`src/rtl/rdmg_ram.sv`:
```
// Generic single-port-write, single-read RAM with registered read.
// No dependencies.
module rdmg_ram #(
    parameter int WIDTH = 8,
    parameter int DEPTH = 16
) (
    input  logic                     clk,
    input  logic                     we,
    input  logic [$clog2(DEPTH)-1:0] waddr,
    input  logic [WIDTH-1:0]         wdata,
    input  logic [$clog2(DEPTH)-1:0] raddr,
    output logic [WIDTH-1:0]         rdata
);
    logic [WIDTH-1:0] mem [DEPTH];

    always_ff @(posedge clk)
    begin
        if (we)
        begin
            mem[waddr] <= wdata;
        end
        rdata <= mem[raddr];
    end
endmodule

```
`config.mk`:
```
export PLATFORM = sky130hd
export DESIGN_NAME = rdmg_ram
export DESIGN_NICKNAME = d
export VERILOG_FILES = /design/src/rtl/rdmg_ram.sv
export SDC_FILE = /design/constraint.sdc
export NUM_CORES = 1
export LEC_CHECK = 0
export ABC_AREA = 1
export BUFFER_PORTS_ARGS = -buffer_cell sky130_fd_sc_hd__buf_2
export CAP_MARGIN = 25
export CORE_ASPECT_RATIO = 0.9
export CORE_MARGIN = 2
export CORE_UTILIZATION = 55
export CTS_CLUSTER_SIZE = 40
export DETAILED_ROUTE_END_ITERATION = 10
export GPL_ROUTABILITY_DRIVEN = 1
export GPL_TIMING_DRIVEN = 0
export PLACE_DENSITY = 0.76
export SLEW_MARGIN = 20
export SYNTH_ARGS = -nofsm -noshare
export SYNTH_HDL_FRONTEND = slang
export SYNTH_SLANG_ARGS = --single-unit
```
`constraint.sdc`:
```
create_clock -name clk -period 1.41 [get_ports clk]
set_input_delay 0.141 -clock clk [delete_from_list [all_inputs] [get_ports clk]]
set_output_delay 0.141 -clock clk [all_outputs]
set_load 0.02 [all_outputs]
```
==> impl_metrics.env <==
export IMPL_rr_worst_depth=6
export IMPL_fillers=786
export IMPL_cp_max_fo=8
export IMPL_antenna_cells=0
export IMPL_power_leakage_uw=0.002897
export IMPL_firstDrtPassIters=5
export IMPL_synth_cells=551
export IMPL_dieHeight_um=101.1
export IMPL_place_hpwl_mm=8.683
export IMPL_synth_area_leaders="edfxtp_1, nand2_1, nand3_1"
export IMPL_endpoint_kind="flip-flop"
export IMPL_numPortBuffers=22
export IMPL_maxCapViolCount=0
export IMPL_area_growth_pct=14.93
export IMPL_pre_cts_slack_ps=-202.6
export IMPL_clockRootBuffer="clkbuf_16"
export IMPL_r2r_start="mem[14][7]"
export IMPL_critPathBufInv=2
export IMPL_nets=610
export IMPL_die_x_um=111.9
export IMPL_status="complete, no violations"
export IMPL_skew_ps=5.028
export IMPL_crit_chain="buf_2, inv_1, nand2_1, nor2_1"
export IMPL_drc=0
export IMPL_fp_dieArea_sq_um=11320
export IMPL_regToRegEndpoint="rdata[7]"
export IMPL_min_period_over_period=0.8867
export IMPL_cp_startpoint="waddr[1]"
export IMPL_critical_path_top_delay_family="simple AND/OR/NAND/NOR gates"
export IMPL_grt_usage=0.2568
export IMPL_syn_nets=569
export IMPL_fin_ws_ps=159.7
export IMPL_critical_path_depth=4
export IMPL_syn_area_sq_um=5767
export IMPL_synth_top_area_frac=0.6665
export IMPL_hp_class="in2reg"
export IMPL_grt_first_pass_wirelength_mm=21.11
export IMPL_drt_iter0_markers=502
export IMPL_worst_pin_slew_ps=962.5
export IMPL_ys_seq_area_frac=0.6943
export IMPL_cts_made_buffers=17
export IMPL_overflow=0
export IMPL_wl_per_cell_um=18.46
export IMPL_max_slew_margin_rel=0.3560
export IMPL_ir_worst_vdd_uv=885.4
export IMPL_required_ps=1440
export IMPL_r2r_slack_ps=370
export IMPL_rsz0062_at_grt="no"
export IMPL_grt_pass1_vias=3786
export IMPL_critPathLaunchType="input port"
export IMPL_arrival_ps=1280
export IMPL_htree_levels=4
export IMPL_final_hold_viol_count=0
export IMPL_vias=3951
export IMPL_cts_hold_buf=0
export IMPL_insertion_delay_ps=420
export IMPL_grt_start_max_net_pins=17
export IMPL_num_rows=35
export IMPL_cts_buffer_depth=2
export IMPL_hold_worst_slack_ps=152.1
export IMPL_max_freq_mhz=799.8
export IMPL_initial_core_util=0.5652
export IMPL_ys_seq_elements=136
export IMPL_vias_per_cell=5.383
export IMPL_ys_warn_count=0
export IMPL_drive_gt1_frac=0.1306
export IMPL_cts_tree="yes"
export IMPL_ant_nets=0
export IMPL_coreArea_sq_um=10200
export IMPL_antenna_found_initial=0
export IMPL_path_clk_slew_ps=60
export IMPL_cts_sinks=136
export IMPL_worstSetupPathType="in2reg"
export IMPL_ctsResizeCount=0
export IMPL_synth_cell_types=12
export IMPL_report_final_setup_viol=0
export IMPL_p_per_area_nw_per_um2=1444
export IMPL_place_congestion=0.9204
export IMPL_drt_wl_total_mm=13.55
export IMPL_yosys_area_top_type="edfxtp_1"
export IMPL_slowest_stage="nor2_1"
export IMPL_io_pins=26
export IMPL_post_cts_buffers=0
export IMPL_syn_avg_cell_area_sq_um=10.47
export IMPL_drv_slew=0
export IMPL_cp_endpoint="mem[13][5]"
export IMPL_cpPeakStageDelay_ps=790
export IMPL_min_period_ps=1250
## worst min-delay path, delay by kind of cell
| family | cells | cell delay (ps) |
|---|---|---|
| and+or+nand+nor | 3 | 230 |
| buffers and inverters | 1 | 160 |
## cell type report
class / instances / area [sq um] / share of cell area
tap: 129 / 161.4 / 0.02435
inverter: 102 / 382.9 / 0.05777
clock inverter: 15 / 163.9 / 0.02473
sequential: 136 / 4004 / 0.6041
timing repair buffer: 22 / 110.1 / 0.01661
multi-input combinational: 289 / 1214 / 0.1831
clock buffer: 17 / 425.4 / 0.06419
buffer: 24 / 166.4 / 0.02511
## logic make-up (layout without fill, tap and decap cells)
kind of cell,after synthesis,count (layout),share of synthesized area
flip-flops,136,136,0.6943
AND/OR/NAND/NOR,289,289,0.2105
buffers and inverters,126,180,0.09525
## cells in the mapped netlist, drive strengths merged
cell type and count:
edfxtp 128, inv 102, dfxtp 8, nor2 17
nand3b 2, buf 24, nand2 173, nand3 97
## flip-flops by register name, indices dropped and copies added, names as in the netlist
| name | flops |
|---|---|
| mem | 128 |
| rdata | 8 |
## report_power, final
part,total (uW),internal [uW],switching [uW]
Combinational,619,174,445
Clock,4410,2640,1770
Sequential,4540,4520,22.0
Total,9570,7330,2240
## cell usage in the layout, fill, tap and decap left out
master,n
buf_6,6
buf_4,4
clkinv_4,2
clkinv_2,2
dfxtp_1,8
nor2_1,17
buf_2,35
edfxtp_1,128
bufinv_16,2
inv_6,7
nand3_1,97
nand3b_1,2
inv_1,100
clkinvlp_4,2
inv_2,2
buf_1,1
clkbuf_16,17
nand2_1,173
## through the flow
step                instances    util  setup TNS [ps]  area, sq um  total power [uW]
floorplan                 551       -               0         5767              4977
global placement          702  0.5918          -10210         6038              5216
detailed placement        702  0.5918          -12730         6038              5231
CTS                       734  0.6495               0         6628              9560
global route              734  0.6495               0         6628              9810
finish                    734  0.6495               0         6628              9568
## how the worst min path moves through the flow
stage	startpoint	endpoint	cells after the start
after floorplan	wdata[0]	mem[0][0]	0
after global placement	rdata[2]	rdata[2]	1
final	raddr[2]	rdata[5]	4
after CTS	raddr[2]	rdata[5]	4
after global routing	raddr[2]	rdata[1]	4
after detailed placement	rdata[1]	rdata[1]	1
## per-layer routing
layer	routed length, um	share of wire	GRT usage	vias to the layer above
met3	1361	0.10	0.06403	29
li1	-	-	-	1861
met5	0	0	0	-
met2	6051	0.45	0.3837	219
met4	353	0.026	0.09568	0
met1	5783	0.43	0.3725	1842
No activity file was read; power rests on OpenSTA's default activity.
