**config.mk**
```make
export PLATFORM = sky130hd
export DESIGN_NAME = rdmg_shuffle
export DESIGN_NICKNAME = d
export VERILOG_FILES = /design/src/rtl/rdmg_pkg.sv /design/src/rtl/rdmg_shuffle.sv
export SDC_FILE = /design/constraint.sdc
export NUM_CORES = 1
export LEC_CHECK = 0
export ABC_AREA = 1
export BUFFER_PORTS_ARGS = -buffer_cell sky130_fd_sc_hd__clkbuf_2
export CORE_MARGIN = 2
export CORE_UTILIZATION = 49
export DETAILED_ROUTE_END_ITERATION = 12
export GPL_ROUTABILITY_DRIVEN = 0
export PLACE_DENSITY = 0.73
export SETUP_SLACK_MARGIN = 0.1
export SYNTH_ARGS = -nofsm -noshare
export SYNTH_HDL_FRONTEND = slang
export SYNTH_SLANG_ARGS = --single-unit
export TNS_END_PERCENT = 20
```
**constraint.sdc**
```tcl
create_clock -name vclk -period 9.23
set_input_delay 1.846 -clock vclk [all_inputs]
set_output_delay 1.846 -clock vclk [all_outputs]
set_load 0.05 [all_outputs]
```
**src/rtl/rdmg_pkg.sv**
```systemverilog
// Package for the random DFS maze generator: sizes, cell codes, frame type, LFSR step.
// No dependencies.
package rdmg_pkg;
    localparam int MAZE_WIDTH  = 41;
    localparam int MAZE_HEIGHT = 31;
    localparam int STACK_DEPTH = 512;
    localparam int GRID_DEPTH  = MAZE_WIDTH * MAZE_HEIGHT;
    localparam int GRID_AW     = $clog2(GRID_DEPTH);
    localparam int STACK_AW    = $clog2(STACK_DEPTH);

    localparam logic [1:0] CELL_FLOOR = 2'd0;
    localparam logic [1:0] CELL_WALL  = 2'd1;
    localparam logic [1:0] CELL_START = 2'd2;
    localparam logic [1:0] CELL_GOAL  = 2'd3;

    localparam logic KIND_GEN  = 1'b0;
    localparam logic KIND_READ = 1'b1;

    // One stack frame: position, direction order, next index (0..4).
    typedef struct packed {
        logic [5:0] x;
        logic [5:0] y;
        logic [7:0] order;
        logic [2:0] next;
    } frame_t;
    localparam int FRAME_W = $bits(frame_t);

    function automatic logic [15:0] lfsr_step(input logic [15:0] v);
        logic b;
        b = v[0] ^ v[2] ^ v[3] ^ v[5];
        return {b, v[15:1]};
    endfunction

    // Row-major address, y*W + x.
    function automatic logic [GRID_AW-1:0] cell_addr(input logic [5:0] x, input logic [5:0] y);
        logic [12:0] a;
        a = 13'(y) * 13'(MAZE_WIDTH) + 13'(x);
        return a[GRID_AW-1:0];
    endfunction
endpackage

```
**src/rtl/rdmg_shuffle.sv**
```systemverilog
// Fisher-Yates shuffle of four directions with three LFSR draws, combinational.
// Depends on rdmg_pkg.
module rdmg_shuffle (
    input  logic [15:0] lfsr_in,
    output logic [15:0] lfsr_out,
    output logic [7:0]  order
);
    import rdmg_pkg::*;
    logic [15:0] r1, r2, r3;
    logic [1:0]  o [4];
    logic [1:0]  j3, j2, t;
    logic [16:0] m3;

    always_comb
    begin
        r1 = lfsr_step(lfsr_in);
        r2 = lfsr_step(r1);
        r3 = lfsr_step(r2);
        for (int i = 0; i < 4; i++)
        begin
            o[i] = 2'(i);
        end
        j3 = r1[1:0];
        t = o[3]; o[3] = o[j3]; o[j3] = t;
        // mod 3 via reciprocal: q = (r*0xAAAB)>>17
        m3 = 17'(r2) - 17'(((33'(r2) * 33'h0AAAB) >> 17) * 3);
        j2 = m3[1:0];
        t = o[2]; o[2] = o[j2]; o[j2] = t;
        // j = r3 mod 2; j == 0 swaps positions 1 and 0
        if (!r3[0])
        begin
            t = o[1]; o[1] = o[0]; o[0] = t;
        end
        order = {o[3], o[2], o[1], o[0]};
        lfsr_out = r3;
    end
endmodule

```
==> impl_metrics.yaml, run 1 <==
status:
  run_status: "finished with violations"
  violations: "negative setup slack"
yosys:
  synth_compound_area_share_pct: 3.53
  synth-xor-area-share_pct: 3.90
  synthMuxAreaShare_pct: 0
  syn_inst: 438
  synthDistinctLibCells: 27
  yosysWarnings: 0
  synth_simple_gate_area_share_pct: 17.0
  syn_nets: 580
  synth_top_family_by_area: "adder cells"
  synthesis.area_um2: 3370
  avgSynthCellArea_um2: 7.69
  yosysSeqAreaShare_pct: 0
  synthAdderAreaFrac_pct: 57.3
floorplanning:
  fp.coreArea_um2: 6720
  die_area_um2: 7550
  row_count: 30
  die-height_um: 86.9
  die_x_um: 86.9
  initial_core_util_pct: 50.1
  boundaryPins: 40
sta:
  tns_ns: -1.40
  tightest_slew_ns: 0.339
  rsz0062_at_grt: "yes"
  hold_viol: 0
  period_share_pct: 102
  slew_headroom_pct: 77.3
  final.setup.worst_slack_ns: -0.210
  clock.fmax_mhz: 106
  finalSetupViolations: 8
  slew_viol_final: 0
  min_period_ns: 9.44
setup_path:
  end_kind: "primary output"
  cp_data_required_time_ns: 7.38
  path_max_fanout: 4
  arrival_ns: 7.59
  cp_slowest_cell: "fa_1"
  crit_type: "primary input to primary output"
  max_stage_delay_ns: 0.50
  crit_family: "adder cells"
  start_kind: "primary input"
  cp_num_buf_inv: 9
placed_design:
  place_hpwl_um: 7630
  dp.cells: 609
  numPortBuffers: 40
worst_hold_path:
  hold_path_class: "primary input to primary output"
clock_tree:
  cts_hold_buf: 0
final_layout:
  synthToLayoutAreaGrowth_pct: 33.8
  nNetsFinal: 675
  instances_no_fill: 611
  clockBufferCount: 0
  diodes: 0
  num-fill-cells: 519
  seqCellArea_um2: 0
  n_sequential_cell: 0
  drive_gt1_share_pct: 33.9
drt:
  routed_wl_um: 8430
  ant_nets: 0
  dr.pass1.iters: 4
  via_count: 2968
  avgRoutedWirePerCell_um: 13.8
  viasPerCell: 4.86
  drt-initial-drc-count: 59
  drc_errors: 0
global_routing:
  grt_overflow: 0
  grt_pass1_wl_um: 14600
  track_usage_pct: 24.7
  antenna_found_initial: 0
  grt_pass1_vias: 3276
  grt_max_degree: 8
run:
  cap_violations: 0
## placed cells by master, fill, tap and decap left out, types with 3 or more instances in the layout
| cell type | count |
|---|---|
| nand2_1 | 70 |
| clkbuf_2 | 27 |
| buf_8 | 7 |
| ha_4 | 9 |
| xor2_4 | 4 |
| ha_1 | 68 |
| inv_2 | 11 |
| clkbuf_8 | 5 |
| nand3_2 | 5 |
| nand2_2 | 22 |
| buf_4 | 67 |
| inv_1 | 123 |
| xor2_1 | 7 |
| fa_1 | 47 |
| nand2_4 | 3 |
| nand3_1 | 7 |
| nor2_2 | 4 |
| a21oi_1 | 10 |
| nor2_1 | 7 |
## metal layers
layer  part of all wire [%]  vias up  GRT usage (%)  wire (µm)
met3                    2.5       26           1.52        211
li1                       -     1474              -          -
met4                    4.3        0           8.81        366
met2                     53       61           47.3       4490
met1                     40     1407           28.7       3370
met5                      0        -              0          0
## synthesized netlist by cell type
| cell type | n | area share, % |
|---|---|---|
| a21o_1 | 1 | 0.22 |
| a21o_2 | 1 | 0.26 |
| a21oi_1 | 12 | 1.8 |
| buf_4 | 13 | 2.9 |
| buf_6 | 1 | 0.33 |
| fa_1 | 47 | 28 |
| ha_1 | 79 | 29 |
| inv_1 | 129 | 14 |
| inv_2 | 6 | 0.67 |
| nand2_1 | 83 | 9.3 |
| nand2_2 | 10 | 1.9 |
| nand2_4 | 2 | 0.67 |
| nand3_1 | 11 | 1.6 |
| nand3_2 | 1 | 0.30 |
| nand3b_1 | 2 | 0.45 |
| nand4_1 | 2 | 0.37 |
| nor2_1 | 8 | 0.89 |
| nor2_2 | 4 | 0.74 |
| nor3_1 | 1 | 0.15 |
| nor3_2 | 1 | 0.30 |
| o21ai_0 | 4 | 0.59 |
| o21ai_1 | 1 | 0.15 |
| o21ai_2 | 2 | 0.52 |
| or2_1 | 1 | 0.19 |
| or2_2 | 1 | 0.19 |
| xnor2_1 | 3 | 0.78 |
| xor2_1 | 12 | 3.1 |
## what timing repair did
| action | in CTS | in global routing |
|---|---|---|
| pin swaps | 14 | 2 |
| buffers inserted | 1 | 1 |
| setup endpoints to repair | 8 | 8 |
| resized for setup | 39 | 8 |
| cloned | 0 | 0 |
## cells by family after synthesis
logic type,count (synthesis)
xor+xnor,15
buf+inv,149
compound gates,21
simple gates,127
fa+ha+maj,126
## metrics by stage
step / setup WS (ns) / util, % / hold slack, ns / cell area [µm²]
5_1_grt: -0.548 / 67.0 / 4.06 / 4500
3_3_place_gp: -0.410 / 64.1 / 4.04 / 4310
4_1_cts: -0.228 / 66.7 / 4.04 / 4480
3_5_place_dp: -0.526 / 64.1 / 4.04 / 4310
2_1_floorplan: -0.322 / - / 3.86 / 3640
6_report: -0.210 / 67.0 / 4.04 / 4500
## worst paths after layout
kind / startpoint / endpoint / slack, ns / depth (start not counted)
max: lfsr_in[4] / order[5] / -0.21 / 38
min: lfsr_in[13] / lfsr_out[10] / 4.04 / 2
## cell type report
type | instances | area, µm² | area share (%)
inverters | 135 | 512 | 11.4
multi-input cells | 289 | 3070 | 68.2
well taps | 80 | 100 | 2.22
repair buffers | 107 | 820 | 18.2
Power of run 1 is not shown: default switching activity piles up to over one toggle a cycle in this logic, so the estimate is an artifact.
==> run 2: changes to the inputs <==
- PLACE_DENSITY: 0.73 -> 0.7
- clock period: 9.23 -> 9.56 ns (I/O delays scaled with it)
==> run 2 against run 1 <==
Compared with the run above: the flow still finishes with violations (negative setup slack); highest routed layer unchanged; first-iteration DRC count up 32%; via count decreased by 2.0%; setup slack improved by 0.054 ns; sequential share of layout area unchanged; critical path type unchanged; clock-buffer cell count unchanged; non-clock buffer count fell by 6.
==> impl_metrics.yaml, run 2 (same netlist as run 1, synthesis figures left out) <==
global_routing:
  grt_pass1_vias: 3062
  grtUsageMet3_pct: 1.42
  grtUsageMet1_pct: 27.2
  grt_max_degree: 9
  grt_overflow: 0
  use_met2_pct: 48.4
  grt_busiest_layer: "met2"
  antenna_found_initial: 0
  track_usage_pct: 23.9
  grt_pass1_wl_um: 14100
sta:
  clock.fmax_mhz: 103
  fin_hold_ws_ns: 4.19
  hold_viol: 0
  tns_ns: -0.961
  finalSetupViolations: 8
  slew_headroom_pct: 76.6
  tightest_slew_ns: 0.350
  final.setup.worst_slack_ns: -0.156
  period_share_pct: 102
  min_period_ns: 9.72
  slew_viol_final: 0
  rsz0062_at_grt: "yes"
floorplanning:
  row_count: 30
  die_x_um: 86.9
  initial_core_util_pct: 50.1
  die-height_um: 86.9
  fp.coreArea_um2: 6720
  die_area_um2: 7550
  boundaryPins: 40
run:
  cap_violations: 0
worst_hold_path:
  hold_path_class: "primary input to primary output"
  hp-start: "lfsr_in[12]"
drt:
  avgRoutedWirePerCell_um: 14.2
  drt-initial-drc-count: 78
  drc_errors: 0
  ant_nets: 0
  routed_wl_um: 8610
  viasPerCell: 4.81
  dr.pass1.iters: 4
  via_count: 2908
final_layout:
  mostFrequentLayoutCell: "inv_1"
  n_sequential_cell: 0
  drive_gt1_share_pct: 34.1
  final_cell_mix: "121 x inv_1, 69 x nand2_1, 69 x ha_1"
  post-route-util_pct: 66.9
  nNetsFinal: 669
  clockBufferCount: 0
  seqCellArea_um2: 0
  diodes: 0
  synthToLayoutAreaGrowth_pct: 33.4
status:
  violations: "negative setup slack"
  run_status: "finished with violations"
clock_tree:
  cts_hold_buf: 0
setup_path:
  path_max_fanout: 6
  cp_slowest_cell: "fa_1"
  arrival_ns: 7.80
  start_kind: "primary input"
  startpoint: "lfsr_in[4]"
  crit_type: "primary input to primary output"
  cp_data_required_time_ns: 7.65
  end_kind: "primary output"
  crit_path_frequent_cell: "nand2_2"
  max_stage_delay_ns: 0.54
placed_design:
  place_hpwl_um: 7630
  dp_slack_ns: -0.384
  numPortBuffers: 40
[run 2: changes by cell type in the layout (fill, tap and decap cells not counted), moves of 2 or more]
cell	previous run	this run
buf_4	67	61
inv_1	123	121
clkbuf_8	5	2
ha_2	2	0
buf_6	0	2
[run 2: routing by layer]
layer | up-vias | share of wire (%)
met1 | 1382 | 40
li1 | 1459 | -
met5 | - | 0
met3 | 18 | 2.2
met2 | 49 | 55
met4 | 0 | 2.6
[run 2: worst paths after layout]
check / to / slack [ns] / cells past startpoint
worst max-delay path: order[5] / -0.16 / 38
worst min-delay path: lfsr_out[9] / 4.19 / 2
[run 2: timing repair]
item,CTS,global route
buffers inserted,1,1
resized for setup,27,33
endpoints found under the setup margin,8,8
pin swaps,6,29
[run 2: per-stage QoR]
| step | area (µm²) | instances |
|---|---|---|
| 6_report | 4490 | 605 |
| 5_1_grt | 4490 | 605 |
| 4_1_cts | 4380 | 604 |
| 3_5_place_dp | 4260 | 603 |
| 3_3_place_gp | 4260 | 603 |
| 2_1_floorplan | 3640 | 438 |
[run 2: layout make-up]
class,instances,area (µm²)
fillers,533,2230
inverters,135,514
multi-input cells,289,3100
well taps,80,100
repair buffers,101,776
[run 2: worst max-delay path, delay by kind of cell]
family	cells	cell delay (ns)
adder cells (fa/ha/maj)	9	3.19
AO/OA/AOI/OAI	3	0.32
XOR/XNOR	3	0.45
AND/OR/NAND/NOR	15	1.26
buffers and inverters	8	0.63
Power of run 2 is left out for the same reason.
